File: src/rtl/core/move_to_front_depth_core_defines.svh
// Assertion macros shared by the move-to-front depth core.
`ifndef MOVE_TO_FRONT_DEPTH_CORE_DEFINES_SVH
`define MOVE_TO_FRONT_DEPTH_CORE_DEFINES_SVH

// Same-cycle implication, checked on clk and disabled while rst_n is low.
`define MTFD_ASSERT_NOW(lbl, ante, cons, msg) \
    lbl: assert property (@(posedge clk) disable iff (!rst_n) (ante) |-> (cons)) \
        else $error(msg);

// Next-cycle implication, checked on clk and disabled while rst_n is low.
`define MTFD_ASSERT_NEXT(lbl, ante, cons, msg) \
    lbl: assert property (@(posedge clk) disable iff (!rst_n) (ante) |=> (cons)) \
        else $error(msg);

`endif

File: src/rtl/core/mtfd_pkg.sv
// Package with types and constants for the move-to-front depth core.
package mtfd_pkg;

    // Field widths of the item channels and the count register.
    localparam int ITEM_ID_W     = 11;
    localparam int COUNT_W       = 11;
    localparam int ABOVE_W       = 10;
    localparam int APB_DATA_W    = 32;
    localparam int APB_ADDR_W    = 3;

    // Largest reported depth; deeper matches saturate here.
    localparam logic [ABOVE_W-1:0] ABOVE_MAX = '1;

    // Default stack size and reset value of the item count register.
    localparam int                 MTFD_MAX_ITEMS = 1024;
    localparam logic [COUNT_W-1:0] COUNT_RESET    = 11'd1024;

    // Register index decoded from the word address.
    localparam logic REG_ITEM_COUNT = 1'b0;

    // Input item.
    typedef struct packed {
        logic                 restart;
        logic [ITEM_ID_W-1:0] item_id;
    } mtfd_in_t;

    // Result item.
    typedef struct packed {
        logic [ABOVE_W-1:0] items_above;
        logic               bad_item;
    } mtfd_out_t;

    // Controls broadcast from the sequencer to every cell.
    typedef struct packed {
        logic restore;
        logic compare;
        logic shift;
    } cell_ctrl_t;

endpackage

File: src/rtl/core/mtfd_cell.sv
// One stack cell: holds the item at a fixed depth, compares and shifts.
module mtfd_cell #(
    parameter int ENTRY_W = 11,
    parameter int DEPTH_W = 10,
    parameter int INDEX   = 0
) (
    input  logic                 clk,
    input  logic                 rst_n,
    input  mtfd_pkg::cell_ctrl_t ctrl,
    input  logic [ENTRY_W-1:0]   key,
    input  logic [ENTRY_W-1:0]   upper,
    input  logic [DEPTH_W-1:0]   depth,
    output logic [ENTRY_W-1:0]   value,
    output logic                 match
);
    import mtfd_pkg::*;

    // Item held here in the initial order, and this cell's depth.
    localparam logic [ENTRY_W-1:0] INIT_VALUE  = ENTRY_W'(INDEX + 1);
    localparam logic [DEPTH_W-1:0] INDEX_DEPTH = DEPTH_W'(INDEX);

    logic [ENTRY_W-1:0] value_reg;
    logic [ENTRY_W-1:0] value_next;
    logic               match_reg;
    logic               match_next;

    // A restart reloads the initial order; a move pulls the item from the
    // cell above when this cell lies at or above the matched depth.
    always_comb
    begin
        value_next = value_reg;
        priority if (ctrl.restore)
        begin
            value_next = INIT_VALUE;
        end
        else if (ctrl.shift && (INDEX_DEPTH <= depth))
        begin
            value_next = upper;
        end
        match_next = ctrl.compare ? (value_reg == key) : match_reg;
    end

    always_ff @(posedge clk or negedge rst_n)
    begin
        if (!rst_n)
        begin
            value_reg <= INIT_VALUE;
            match_reg <= 1'b0;
        end
        else
        begin
            value_reg <= value_next;
            match_reg <= match_next;
        end
    end

    assign value = value_reg;
    assign match = match_reg;

endmodule

File: config.mk
export PLATFORM = sky130hd
export DESIGN_NAME = mtfd_cell
export DESIGN_NICKNAME = d
export VERILOG_FILES = /design/src/rtl/core/move_to_front_depth_core_defines.svh /design/src/rtl/core/mtfd_pkg.sv /design/src/rtl/core/mtfd_cell.sv
export SDC_FILE = /design/constraint.sdc
export NUM_CORES = 1
export LEC_CHECK = 0
export BUFFER_PORTS_ARGS = -buffer_cell sky130_fd_sc_hd__buf_2
export CAP_MARGIN = 40
export CORE_MARGIN = 3
export CORE_UTILIZATION = 37
export CTS_CLUSTER_DIAMETER = 80
export DETAILED_ROUTE_END_ITERATION = 6
export PLACE_DENSITY_LB_ADDON = 0.2
export SLEW_MARGIN = 20
export SYNTH_ARGS = -nofsm -noshare
export SYNTH_HDL_FRONTEND = slang
export SYNTH_SLANG_ARGS = --single-unit
export TNS_END_PERCENT = 50
File: constraint.sdc
create_clock -name clk -period 1.3 [get_ports clk]
set_input_delay 0.195 -clock clk [delete_from_list [all_inputs] [get_ports clk]]
set_output_delay 0.195 -clock clk [all_outputs]
set_load 0.03 [all_outputs]
==> results summary, run 1 <==
The flow ran to the end, and the final reports show no timing, DRC or antenna violations. The register with the most flip-flops in the layout has 11 of them. The floorplan die area came out at 2120 sq um. The placeable core area came out at 1400 sq um. The sum of negative setup slack is 0 ps.

For this run, the register share of the synthesized area comes to 0.507. Counting instances in the post-synthesis netlist gives the leading cell types as dfrtp_1, nor2_1, mux2i_1, xor2_1, xnor2_1. The tree is rooted in a clkbuf_4. The overall global routing resource usage came out at 0.153. After detailed routing, the average wire length per cell comes to 12.8 um. Counting cells, the worst reg-to-reg path comes to 4. The placer congestion estimate is 0.678. Yosys mapped the design onto 14 distinct sky130hd cell types. The share of final-layout standard cells stronger than drive strength 1 came out at 0.468. The met3 track demand over resource in global routing is 0.0625. The post-synthesis adder-cell area fraction is 0. The maximum clock path buffer count came out at 2. The worst register-to-register path begins at value[7]$_DFFE_PN0P_. The worst slew margin relative to its limit is 0.775. The floorplan row count came out at 13.

The number of design-rule violations left by the first detailed-router iteration is 4. Among all flip-flop cells after synthesis, the most frequent one is dfrtp_1. The critical path is of the reg -> reg type. met2 is the most crowded layer. The peak fanout along the critical path came out at 3. The quantity of I/O buffers inserted on ports is 38. The slack of the worst reg-to-reg path came out at 40 ps. The number of sinks handled by clock tree synthesis came out at 12. The signal on the critical path passes through xor2_1 -> nor4_1 -> nand4_1 -> o22ai_2. In this design, the stage delay of the slowest critical-path cell is 400 ps. The slowest cell on the critical path is dfrtp_1. The cell taking the most area after synthesis is dfrtp_1. The worst register-to-register path ends at match$_DFFE_PN0P_. The net count of the mapped netlist came out at 90.

The last element of the critical path is match$_DFFE_PN0P_. The number of flops mapped to enable cells by yosys is 0. For this run, design rule violations remaining after detail routing come to 0. The worst hold margin came out at 135 ps. The source-to-sink clock delay at the later pin of the worst-skew pair is 270 ps.

The routed design has 1.40 mm of wire. In the synthesized netlist, the number of instances is 53. The combinational family with the most area after synthesis is multiplexers. Max-cap violations in this run came to 0. The share of synthesized area in the top cell type comes to 0.463. The final period demand of the worst path came out at 1260 ps. In this run the worst hold path is classified as in -> reg.

The maximum level of the CTS H-tree is 1. The final count of hold timing violations is 0. The compound-gate portion of the synthesized area came out at 0.0253.

The final period utilization is 0.972. The I/O pin count is 49. Data arrives at the worst endpoint at 1460 ps. The maximum VDD drop is 0.831 mV.

The die width is 46.1 um. After clock tree synthesis, the clock-pin slew on the worst setup and hold paths is 70 ps. In the post-synthesis netlist, the biggest area contributors are dfrtp_1, mux2i_1, xor2_1. The largest clock skew in the final design is 1.04 ps. At the pin with the least slew margin, the transition time is 338 ps. TritonCTS built the clock tree. The sum of overflow across all layers after global routing came out at 0.

The share of flip-flops with an asynchronous set or reset after synthesis came out at 1.00. The worst setup path is launched from a flop. The number of instances on the worst hold path is 2. The area added between synthesis and finish came out at 42.1%. The type of element capturing the critical path is a flop. The total CTS buffers came out at 3. For met1 alone, demand over resource in global routing was 0.188. Entering global routing, the biggest net connects 13 pins. The number of antenna violations at the first check in global routing came to 0.

The upper clock frequency limit is 792 MHz. The number of routed nets with antenna violations came out at 0. Synthesis inferred 12 register bits. The number of pins exceeding their max-slew limit in the final report is 0. The analysis attributes to cell leakage a power of 0.469 nW. The total number of vias came out at 508. The total of warnings raised by yosys is 0. The XOR/XNOR share of the synthesized area is 0.162. The critical path required time came out at 1500 ps. In this run the power density over the cells is 1060 nW/um^2. The number of global-route vias before repair is 536. The most critical setup path has its startpoint at value[7]$_DFFE_PN0P_. For met2 alone, demand over resource in global routing was 0.242. Averaged over all synthesized cells, the footprint is 11.2 sq um.

At the end of the flow, the number of nets in the layout was 132. The multiplexer fraction of the synthesized cell area is 0.168. The number of search-and-repair iterations in the first detailed-routing pass came out at 3. The simple-gate area share of the yosys netlist came out at 0.112. The total inserted antenna cells is 0. The first global-routing pass estimated 2.28 mm of wire. The setup violation total in the final timing report is 0. The die is 46.1 um tall.

The effective utilization at floorplan came out at 0.425. The average via count per standard cell came out at 4.66. The total standard cell area after synthesis came out at 594 sq um.
==> per-stage QoR <==
| stage | setup slack (ps) | power, mW | instances | util | area [sq um] |
|---|---|---|---|---|---|
| 2_1_floorplan | 37.7 | 0.528 | 53 | - | 594 |
| 3_3_place_gp | 64.1 | 0.605 | 104 | 0.566 | 792 |
| 3_5_place_dp | 42.4 | 0.608 | 104 | 0.566 | 792 |
| 4_1_cts | 23.8 | 0.907 | 109 | 0.599 | 838 |
| 5_1_grt | -64.6 | 0.949 | 109 | 0.604 | 845 |
| 6_report | 36.9 | 0.894 | 109 | 0.604 | 845 |
==> layout make-up <==
class	instances	area [sq um]
fill	128	554
sequential	12	302
multi-input combinational	38	284
timing repair buffer	39	200
clock buffer	4	36.3
tap	15	18.8
inverter	1	3.75
==> worst min-delay path by stage <==
stage / start / endpoint / slack (ps)
after floorplan: rst_n / match$_DFFE_PN0P_ / -100
after CTS: ctrl[1] / match$_DFFE_PN0P_ / 120
after global routing: upper[0] / value[0]$_DFFE_PN1P_ / 130
after global placement: rst_n / value[7]$_DFFE_PN0P_ / 90
final: upper[0] / value[0]$_DFFE_PN1P_ / 140
after detailed placement: rst_n / value[7]$_DFFE_PN0P_ / 80
==> worst max-delay path: cells and delay by family, from the launching register on <==
| family | cells | cell delay, ps |
|---|---|---|
| simple gates | 2 | 500 |
| flops | 1 | 400 |
| xor+xnor | 1 | 150 |
| compound gates | 1 | 140 |
==> routing by layer <==
| layer | up-vias | share of wire |
|---|---|---|
| met5 | - | 0 |
| met4 | 0 | 0 |
| met3 | 0 | 0.072 |
| met2 | 20 | 0.51 |
| met1 | 229 | 0.41 |
| li1 | 259 | - |
==> power by group <==
part | switching (mW) | internal (mW)
clock network | 0.121 | 0.170
registers | 0.0176 | 0.394
logic | 0.107 | 0.0837
total | 0.246 | 0.648
==> placed cells by master (no fill, tap or decap) <==
cell type / Yosys / routed
nor2_1: 11 / 11
mux2i_1: 10 / 10
nor4_1: 1 / 1
dfstp_2: 1 / 1
dfrtp_1: 11 / 11
o22ai_2: 0 / 1
xor2_1: 6 / 6
nand4_1: 2 / 2
xnor2_1: 5 / 5
nor2b_1: 1 / 1
a211o_1: 1 / 1
clkbuf_4: 0 / 3
clkbuf_8: 0 / 1
dlygate4sd3_1: 0 / 1
buf_2: 0 / 38
inv_1: 1 / 1
==> kinds of logic after synthesis <==
logic type / count (synthesis)
mux: 10
compound gates: 2
xor+xnor: 11
buf+inv: 3
flops: 12
simple gates: 15
==> timing repair <==
| item | 4_1_cts | 5_1_grt |
|---|---|---|
| hold buffers | 1 | 0 |
| setup endpoints to repair | 0 | 1 |
| endpoints found under the hold margin | 11 | 0 |
| setup buffers | 0 | 0 |
| resized for setup | 0 | 1 |
(Power assumes the default switching activity.)
==> inputs of run 2 (changes only) <==
Settings changed: REMOVE_ABC_BUFFERS set to 1.
==> run 2 against run 1 <==
Effect of this change: maximum frequency increased by 5.5%; non-clock buffer count unchanged; setup slack improved by 66 ps; critical path depth decreased by 3; design area decreased by 1.2%; routed wire length decreased by 10%; register-to-register slack improved by 140 ps; clock skew increased by 3.5 ps; combinational power about the same.
==> results summary, run 2 (same netlist as run 1, synthesis figures left out) <==
After detailed placement, the total cell area comes to 792 sq um. The total power of the final layout is 0.834 mW. The sum of overflow across all layers after global routing is 0. The largest net degree at the start of global routing is 13. Power spread over the standard cell area amounts to 999 nW/um^2. The floorplan row count is 13.

The total CTS buffers came out at 3. The final count of hold timing violations came out at 0. The floorplan step defined a die boundary enclosing 2120 sq um. After the last flow step, the layout net total stands at 132. After detailed routing, the number of remaining DRC violations is 0. The number of pins exceeding their max-slew limit in the final report is 0. The cell sitting at the root of the clock tree is a clkbuf_4. The worst reg-to-reg path cell count is 4. The worst setup path is launched from a flop.

The number of sinks handled by clock tree synthesis came out at 12. The switching part of the total is 0.283. The total inserted antenna cells came out at 0. The maximum level of the CTS H-tree is 1. The worst register-to-register path ends at match$_DFFE_PN0P_.

The number of buffers and inverters on the critical path is 1. The number of instances on the worst hold path is 2. Traced cell by cell, the critical path runs through buf_2. The placer congestion estimate is 0.617.

The number of antenna violations at the first check in global routing came out at 0. The quantity of I/O buffers inserted on ports came out at 38. The die boundary height came out at 46.1 um. The clock passes through at most 2 buffers. The clock-pin slew on the worst setup and hold paths is 70 ps.

Once detailed placement completed, the half-perimeter wirelength came to 973 um. The critical path required time came out at 1110 ps. The maximum VDD drop is 0.755 mV. In this run the static leakage power is 0.463 nW. The total area inside the core boundary comes to 1400 sq um.

The path with the worst hold slack has its endpoint at match$_DFFE_PN0P_. The slack of the worst reg-to-reg path is 180 ps. The number of design-rule violations left by the first detailed-router iteration is 4. The initial utilization of the core area, before any placement, comes to 0.425. The kind of cell adding the most delay to the critical path is flip-flops. The final design area excluding fillers is 835 sq um. Of the total power, the clock network draws 0.278. The die width is 46.1 um. The cell count after placement came out at 104.

Along the worst path, the maximum fanout reaches 3. The worst setup path is captured at a primary output. In this run the most critical hold path is launched from ctrl[1]. The average via count per standard cell came out at 4.62. The wire length per cell after detailed routing came out at 11.5 um. The global-route wire length before repair is 1.90 mm. The final layout contains routed wiring with a total length of 1.25 mm. Setup repair after global routing left no endpoint under its margin. The internal power of the cells came out at 0.597 mW.

The first detailed-routing pass ran for 4 iterations. The final period demand of the worst path is 1200 ps. The slowest cell on the critical path is dfstp_2. Once the clock tree was built, the setup fixing pass inserted 0 buffers. The number of routed nets with antenna violations came out at 0. The final period utilization came out at 0.921. The biggest cell delay along the critical path came out at 550 ps. The largest clock skew in the final design is 4.52 ps.

The setup violation total in the final timing report is 0. The library cells used most frequently in the layout, excluding fill and tap cells, are buf_2, nor2_1, dfrtp_1. The worst slew margin relative to its limit is 0.777. In this run the critical register-to-register path is launched from value[7]$_DFFE_PN0P_. The overall global routing resource usage is 0.132. The max-cap violation count is 0.

The area added between synthesis and finish came out at 40.4%. The run finished with clean final reports. Of the total power, registers draw 0.494. The combinational share of power came out at 0.228. In this run the worst hold path is classified as in -> reg. The number of global-route vias before repair came out at 464. The number of fill cells in the layout came out at 140. The flip-flop count of the largest register after layout is 11.

Timing would allow up to 835 MHz. At the pin with the least slew margin, the transition time is 335 ps. The source-to-sink clock delay at the later pin of the worst-skew pair came out at 270 ps.

The share of final-layout standard cells stronger than drive strength 1 came out at 0.457. Summed over all nets, the switching power comes to 0.236 mW. TritonCTS built the clock tree. The most frequent standard cell in the layout excluding fill and tap cells is buf_2. The I/O pin count is 49. Once layout is complete, the cells apart from fillers number 109. The worst setup path is of the reg -> out kind.

The arrival time of data at the critical path endpoint is 1000 ps. The total number of vias is 504. The sum of negative setup slack is 0 ps.
==> run 2: cell counts in the layout (fill, tap and decap cells not counted) <==
Identical to the previous run, type by type.
==> run 2: worst max path at each step <==
stage,start,end,slack (ps),depth (start not counted)
after floorplan,value[0]$_DFFE_PN1P_,match$_DFFE_PN0P_,40,4
after global routing,value[7]$_DFFE_PN0P_,match$_DFFE_PN0P_,20,4
final,value[0]$_DFFE_PN1P_,value[0],100,1
after detailed placement,value[0]$_DFFE_PN1P_,match$_DFFE_PN0P_,60,4
after global placement,value[0]$_DFFE_PN1P_,match$_DFFE_PN0P_,80,4
after CTS,value[0]$_DFFE_PN1P_,match$_DFFE_PN0P_,40,4
==> run 2: stage by stage <==
stage / util / hold slack [ps] / worst slack, ps
after floorplan: - / -101 / 37.7
after global placement: 0.566 / 86.4 / 81.9
after detailed placement: 0.566 / 85.6 / 61.1
after CTS: 0.592 / 120 / 43.2
after global routing: 0.597 / 121 / 24.2
final: 0.597 / 131 / 103
==> run 2: final cells by class <==
| cell class | instances | area [sq um] | area share |
|---|---|---|---|
| Timing Repair Buffer | 39 | 200 | 0.240 |
| Multi-Input combinational cell | 38 | 284 | 0.340 |
| Tap cell | 15 | 18.8 | 0.0225 |
| Clock buffer | 4 | 26.3 | 0.0315 |
| Sequential cell | 12 | 302 | 0.361 |
| Inverter | 1 | 3.75 | 0.00450 |
==> run 2: routing by layer <==
layer	wire length [um]	global-route usage	vias to the layer above
li1	-	-	258
met1	521	0.156	225
met2	632	0.209	19
met3	91	0.0586	2
met4	10	0.0511	0
met5	0	0	-
==> run 2: timing repair <==
action                                  CTS  global route
endpoints found under the hold margin    11             0
hold buffers                              1             0
resized for setup                         0             1
endpoints found under the setup margin    0             1
==> run 2: power by group through the flow <==
stage	logic [mW]	clock network (mW)	registers [mW]
2_1_floorplan	0.0588	0	0.458
3_3_place_gp	0.187	0	0.418
3_5_place_dp	0.188	0	0.419
4_1_cts	0.191	0.240	0.412
5_1_grt	0.211	0.267	0.415
6_report	0.190	0.232	0.412
==> inputs of run 3 (changes only) <==
Settings changed: ABC_AREA set to 1, CORE_UTILIZATION 37 to 35.
Clock period 1.3 ns to 1 ns, I/O delays scaled along.
==> run 3 against run 2 <==
Effect of this change: the run now ends with setup timing left; sequential cell count is the same; register-to-register slack lost 180 ps; die area grew 17%; critical path depth is the same; critical path type unchanged; critical endpoint unchanged.
==> results summary, run 3 <==
The maximum level of the CTS H-tree is 1. In this run the standard cell core region covers 1760 sq um. The effective utilization at floorplan came out at 0.380.

Relative to the synthesized area, the layout overhead comes to 54.5%. The total area of multi-input combinational cells came out at 290 sq um. The peak fanout along the critical path came out at 3. Ranked by total cell area, the synthesized netlist is headed by dfrtp_1, nand2_1, inv_1.

The count of state elements after synthesis came out at 12. The flip-flop count of the largest register after layout is 11. The number of antenna violations at the first check in global routing is 0.

Once layout is done, the placed cells without fillers occupy 1040 sq um. The source-to-sink clock delay at the later pin of the worst-skew pair came out at 270 ps. The top cell type's share of synthesized area is 0.410. The slowest stage of the critical path belongs to the cell dfstp_2. CTS placed an instance of clkbuf_4 at the clock tree root.

STA puts the critical path data arrival time at 970 ps. The number of global-route vias before repair came to 707. The sequential element share of the synthesized area is 0.450.

The I/O pin count is 49. Setup repair after global routing could not meet its margin everywhere. The worst setup slack after layout came out at -124 ps. The upper clock frequency limit is 890 MHz. Yosys instantiated no cell more often than nand2_1. Across the whole layout, storage elements account for 302 sq um.

The quantity of I/O buffers inserted on ports came out at 38. The final period utilization came out at 1.12. The final count of hold timing violations came out at 0. The cell area that synthesis handed to floorplanning was 671 sq um. The gate count of the mapped netlist is 101. The number of pins exceeding their max-slew limit in the final report came out at 0.

In this run the vertical extent of the chip is 49.8 um. After detailed routing, the number of remaining DRC violations is 0. The critical path required time is 850 ps.

In the synthesized netlist the async set-or-reset flop fraction comes to 1.00. The largest net degree at the start of global routing is 13. STA classifies the critical path startpoint as a flop. The clock net in this run drives a total of 12 sinks. Measured along the x axis, the die boundary spans 49.8 um. The run finished, with violations left. The floorplan die area came out at 2480 sq um. The sum of buffers and inverters on the critical path came out at 1. The area after detailed placement came out at 892 sq um. The routed layout has 731 vias. The number of routed nets with antenna violations is 0.

The type of element capturing the critical path is a primary output. The sum of routed wire length over all layers came out at 1.69 mm. Among all flip-flop cells after synthesis, the most frequent one is dfrtp_1. The sum of overflow across all layers after global routing came out at 0.

The share of final-layout standard cells stronger than drive strength 1 came out at 0.363. The floorplan row count came out at 15. Across the run, the number of max-cap violations was 0. The critical setup path kind is reg -> out. VDD sags by at most 0.628 mV.

The checks that failed: setup timing. Setup violations remaining at the end of the flow were counted as 3. The first detailed-routing pass took 4 iterations. The power density normalized to cell area is 1190 nW/um^2. The placed wire-length estimate after detailed placement came out at 1.27 mm. The number of nets in the layout came out at 184. The largest clock skew in the final design is 1.93 ps.

The filler cells instantiated in the layout total 183. The biggest cell delay along the critical path is 570 ps. The total inserted antenna cells came out at 0. In the layout the commonest cells are nand2_1, buf_2, inv_1. On the critical path the largest part of the delay comes from flip-flops. The average via count per standard cell is 4.27. The mean area per synthesized cell is 6.64 sq um.

No sink is reached through more buffers than the 2 on the longest clock path. The final core area utilization is 0.587. The classification of the worst-slack hold path is in -> reg. The global-route wire length before repair came out at 2.96 mm. Sorting the synthesized cells by how often they occur yields nand2_1, inv_1, dfrtp_1, o21ai_0, nor2_1.

The clock-pin slew on the worst setup and hold paths is 80 ps. The most frequent standard cell in the layout excluding fill and tap cells is nand2_1. The number of design-rule violations left by the first detailed-router iteration is 9. TritonCTS built the clock tree.

Buffers inserted during clock tree synthesis total 3. In the global route stage, overall resource usage came out at 0.158. The number of flops mapped to enable cells by yosys came out at 0. The signal on the critical path passes through buf_6. The completed layout was analyzed and its total power is 1.23 mW. The final period demand of the worst path is 1120 ps. Summed over all cells, the static leakage comes to 0.601 nW. The total of warnings raised by yosys came out at 0. The worst slew margin relative to its limit is 0.814.

Dividing the detail-routed wire length by the instance count gives 9.91 um. The biggest area contributor in the post-synthesis netlist is dfrtp_1. The post-synthesis cell type count is 13.

At the pin with the least slew margin, the transition time is 279 ps. At the end of routability-driven placement, the weighted congestion stood at 0.657.
-- run 3: cell count changes in the layout (fill, tap and decap cells not counted), moves of 6 or more --
cell	change
mux2i_1	-10
o21ai_0	+9
nand2_1	+42
buf_2	-12
inv_1	+19
nor2_1	-6
buf_6	+12
-- run 3: layer usage --
metal  track usage  up-vias  part of all wire
met1         0.188      316              0.43
met2         0.260       21              0.50
met3        0.0483        4             0.058
li1              -      390                 -
met4        0.0691        0             0.014
met5             0        -                 0
-- run 3: worst paths after layout --
kind	startpoint	to	slack, ps	cells after the start
setup / recovery	value[0]$_DFFE_PN1P_	value[0]	-120	1
hold / removal	upper[5]	value[5]$_DFFE_PN0P_	80	3
setup reg to reg	value[0]$_DFFE_PN1P_	match$_DFFE_PN0P_	0	4
hold reg to reg	match$_DFFE_PN0P_	match$_DFFE_PN0P_	510	2
max in group asynchronous	rst_n	value[0]$_DFFE_PN1P_	440	2
min in group asynchronous	rst_n	value[7]$_DFFE_PN0P_	290	2
-- run 3: layout make-up --
| type | instances | share of cell area |
|---|---|---|
| clock buffers | 4 | 0.0350 |
| well taps | 25 | 0.0302 |
| flip-flops and latches | 12 | 0.291 |
| multi-input cells | 66 | 0.280 |
| inverters | 23 | 0.0833 |
| repair buffers | 41 | 0.280 |
-- run 3: power by group --
part           internal [mW]  leakage (nW)  switching [mW]
sequential             0.513         0.157          0.0267
combinational          0.136         0.422           0.167
clock                  0.221        0.0210           0.166
total                  0.871         0.601           0.360
-- run 3: cells by family (layout without fill, tap and decap cells) --
| logic type | after synthesis | count (layout) | share of synthesized area |
|---|---|---|---|
| XOR/XNOR | 1 | 1 | 0.0131 |
| flip-flops | 12 | 12 | 0.450 |
| AO/OA/AOI/OAI | 12 | 12 | 0.0951 |
| buffers and inverters | 23 | 68 | 0.129 |
| AND/OR/NAND/NOR | 53 | 53 | 0.313 |
-- run 3: repair_timing --
action / in CTS / in global routing
pin swaps: 0 / 5
hold endpoints to repair: 11 / 0
setup buffers: 0 / 2
setup endpoints to repair: 11 / 13
hold buffers: 1 / 0
resized for setup: 22 / 8
-- run 3: through the flow --
stage | hold WS [ps] | setup WS, ps | setup TNS, ps | std cells
3_5_place_dp | 48.0 | 46.7 | 0 | 164
4_1_cts | 71.2 | -133 | -148 | 169
2_1_floorplan | -146 | -53.1 | -53.1 | 101
6_report | 79.3 | -124 | -127 | 171
3_3_place_gp | 42.8 | 63.5 | 0 | 164
5_1_grt | 64.1 | -171 | -609 | 171
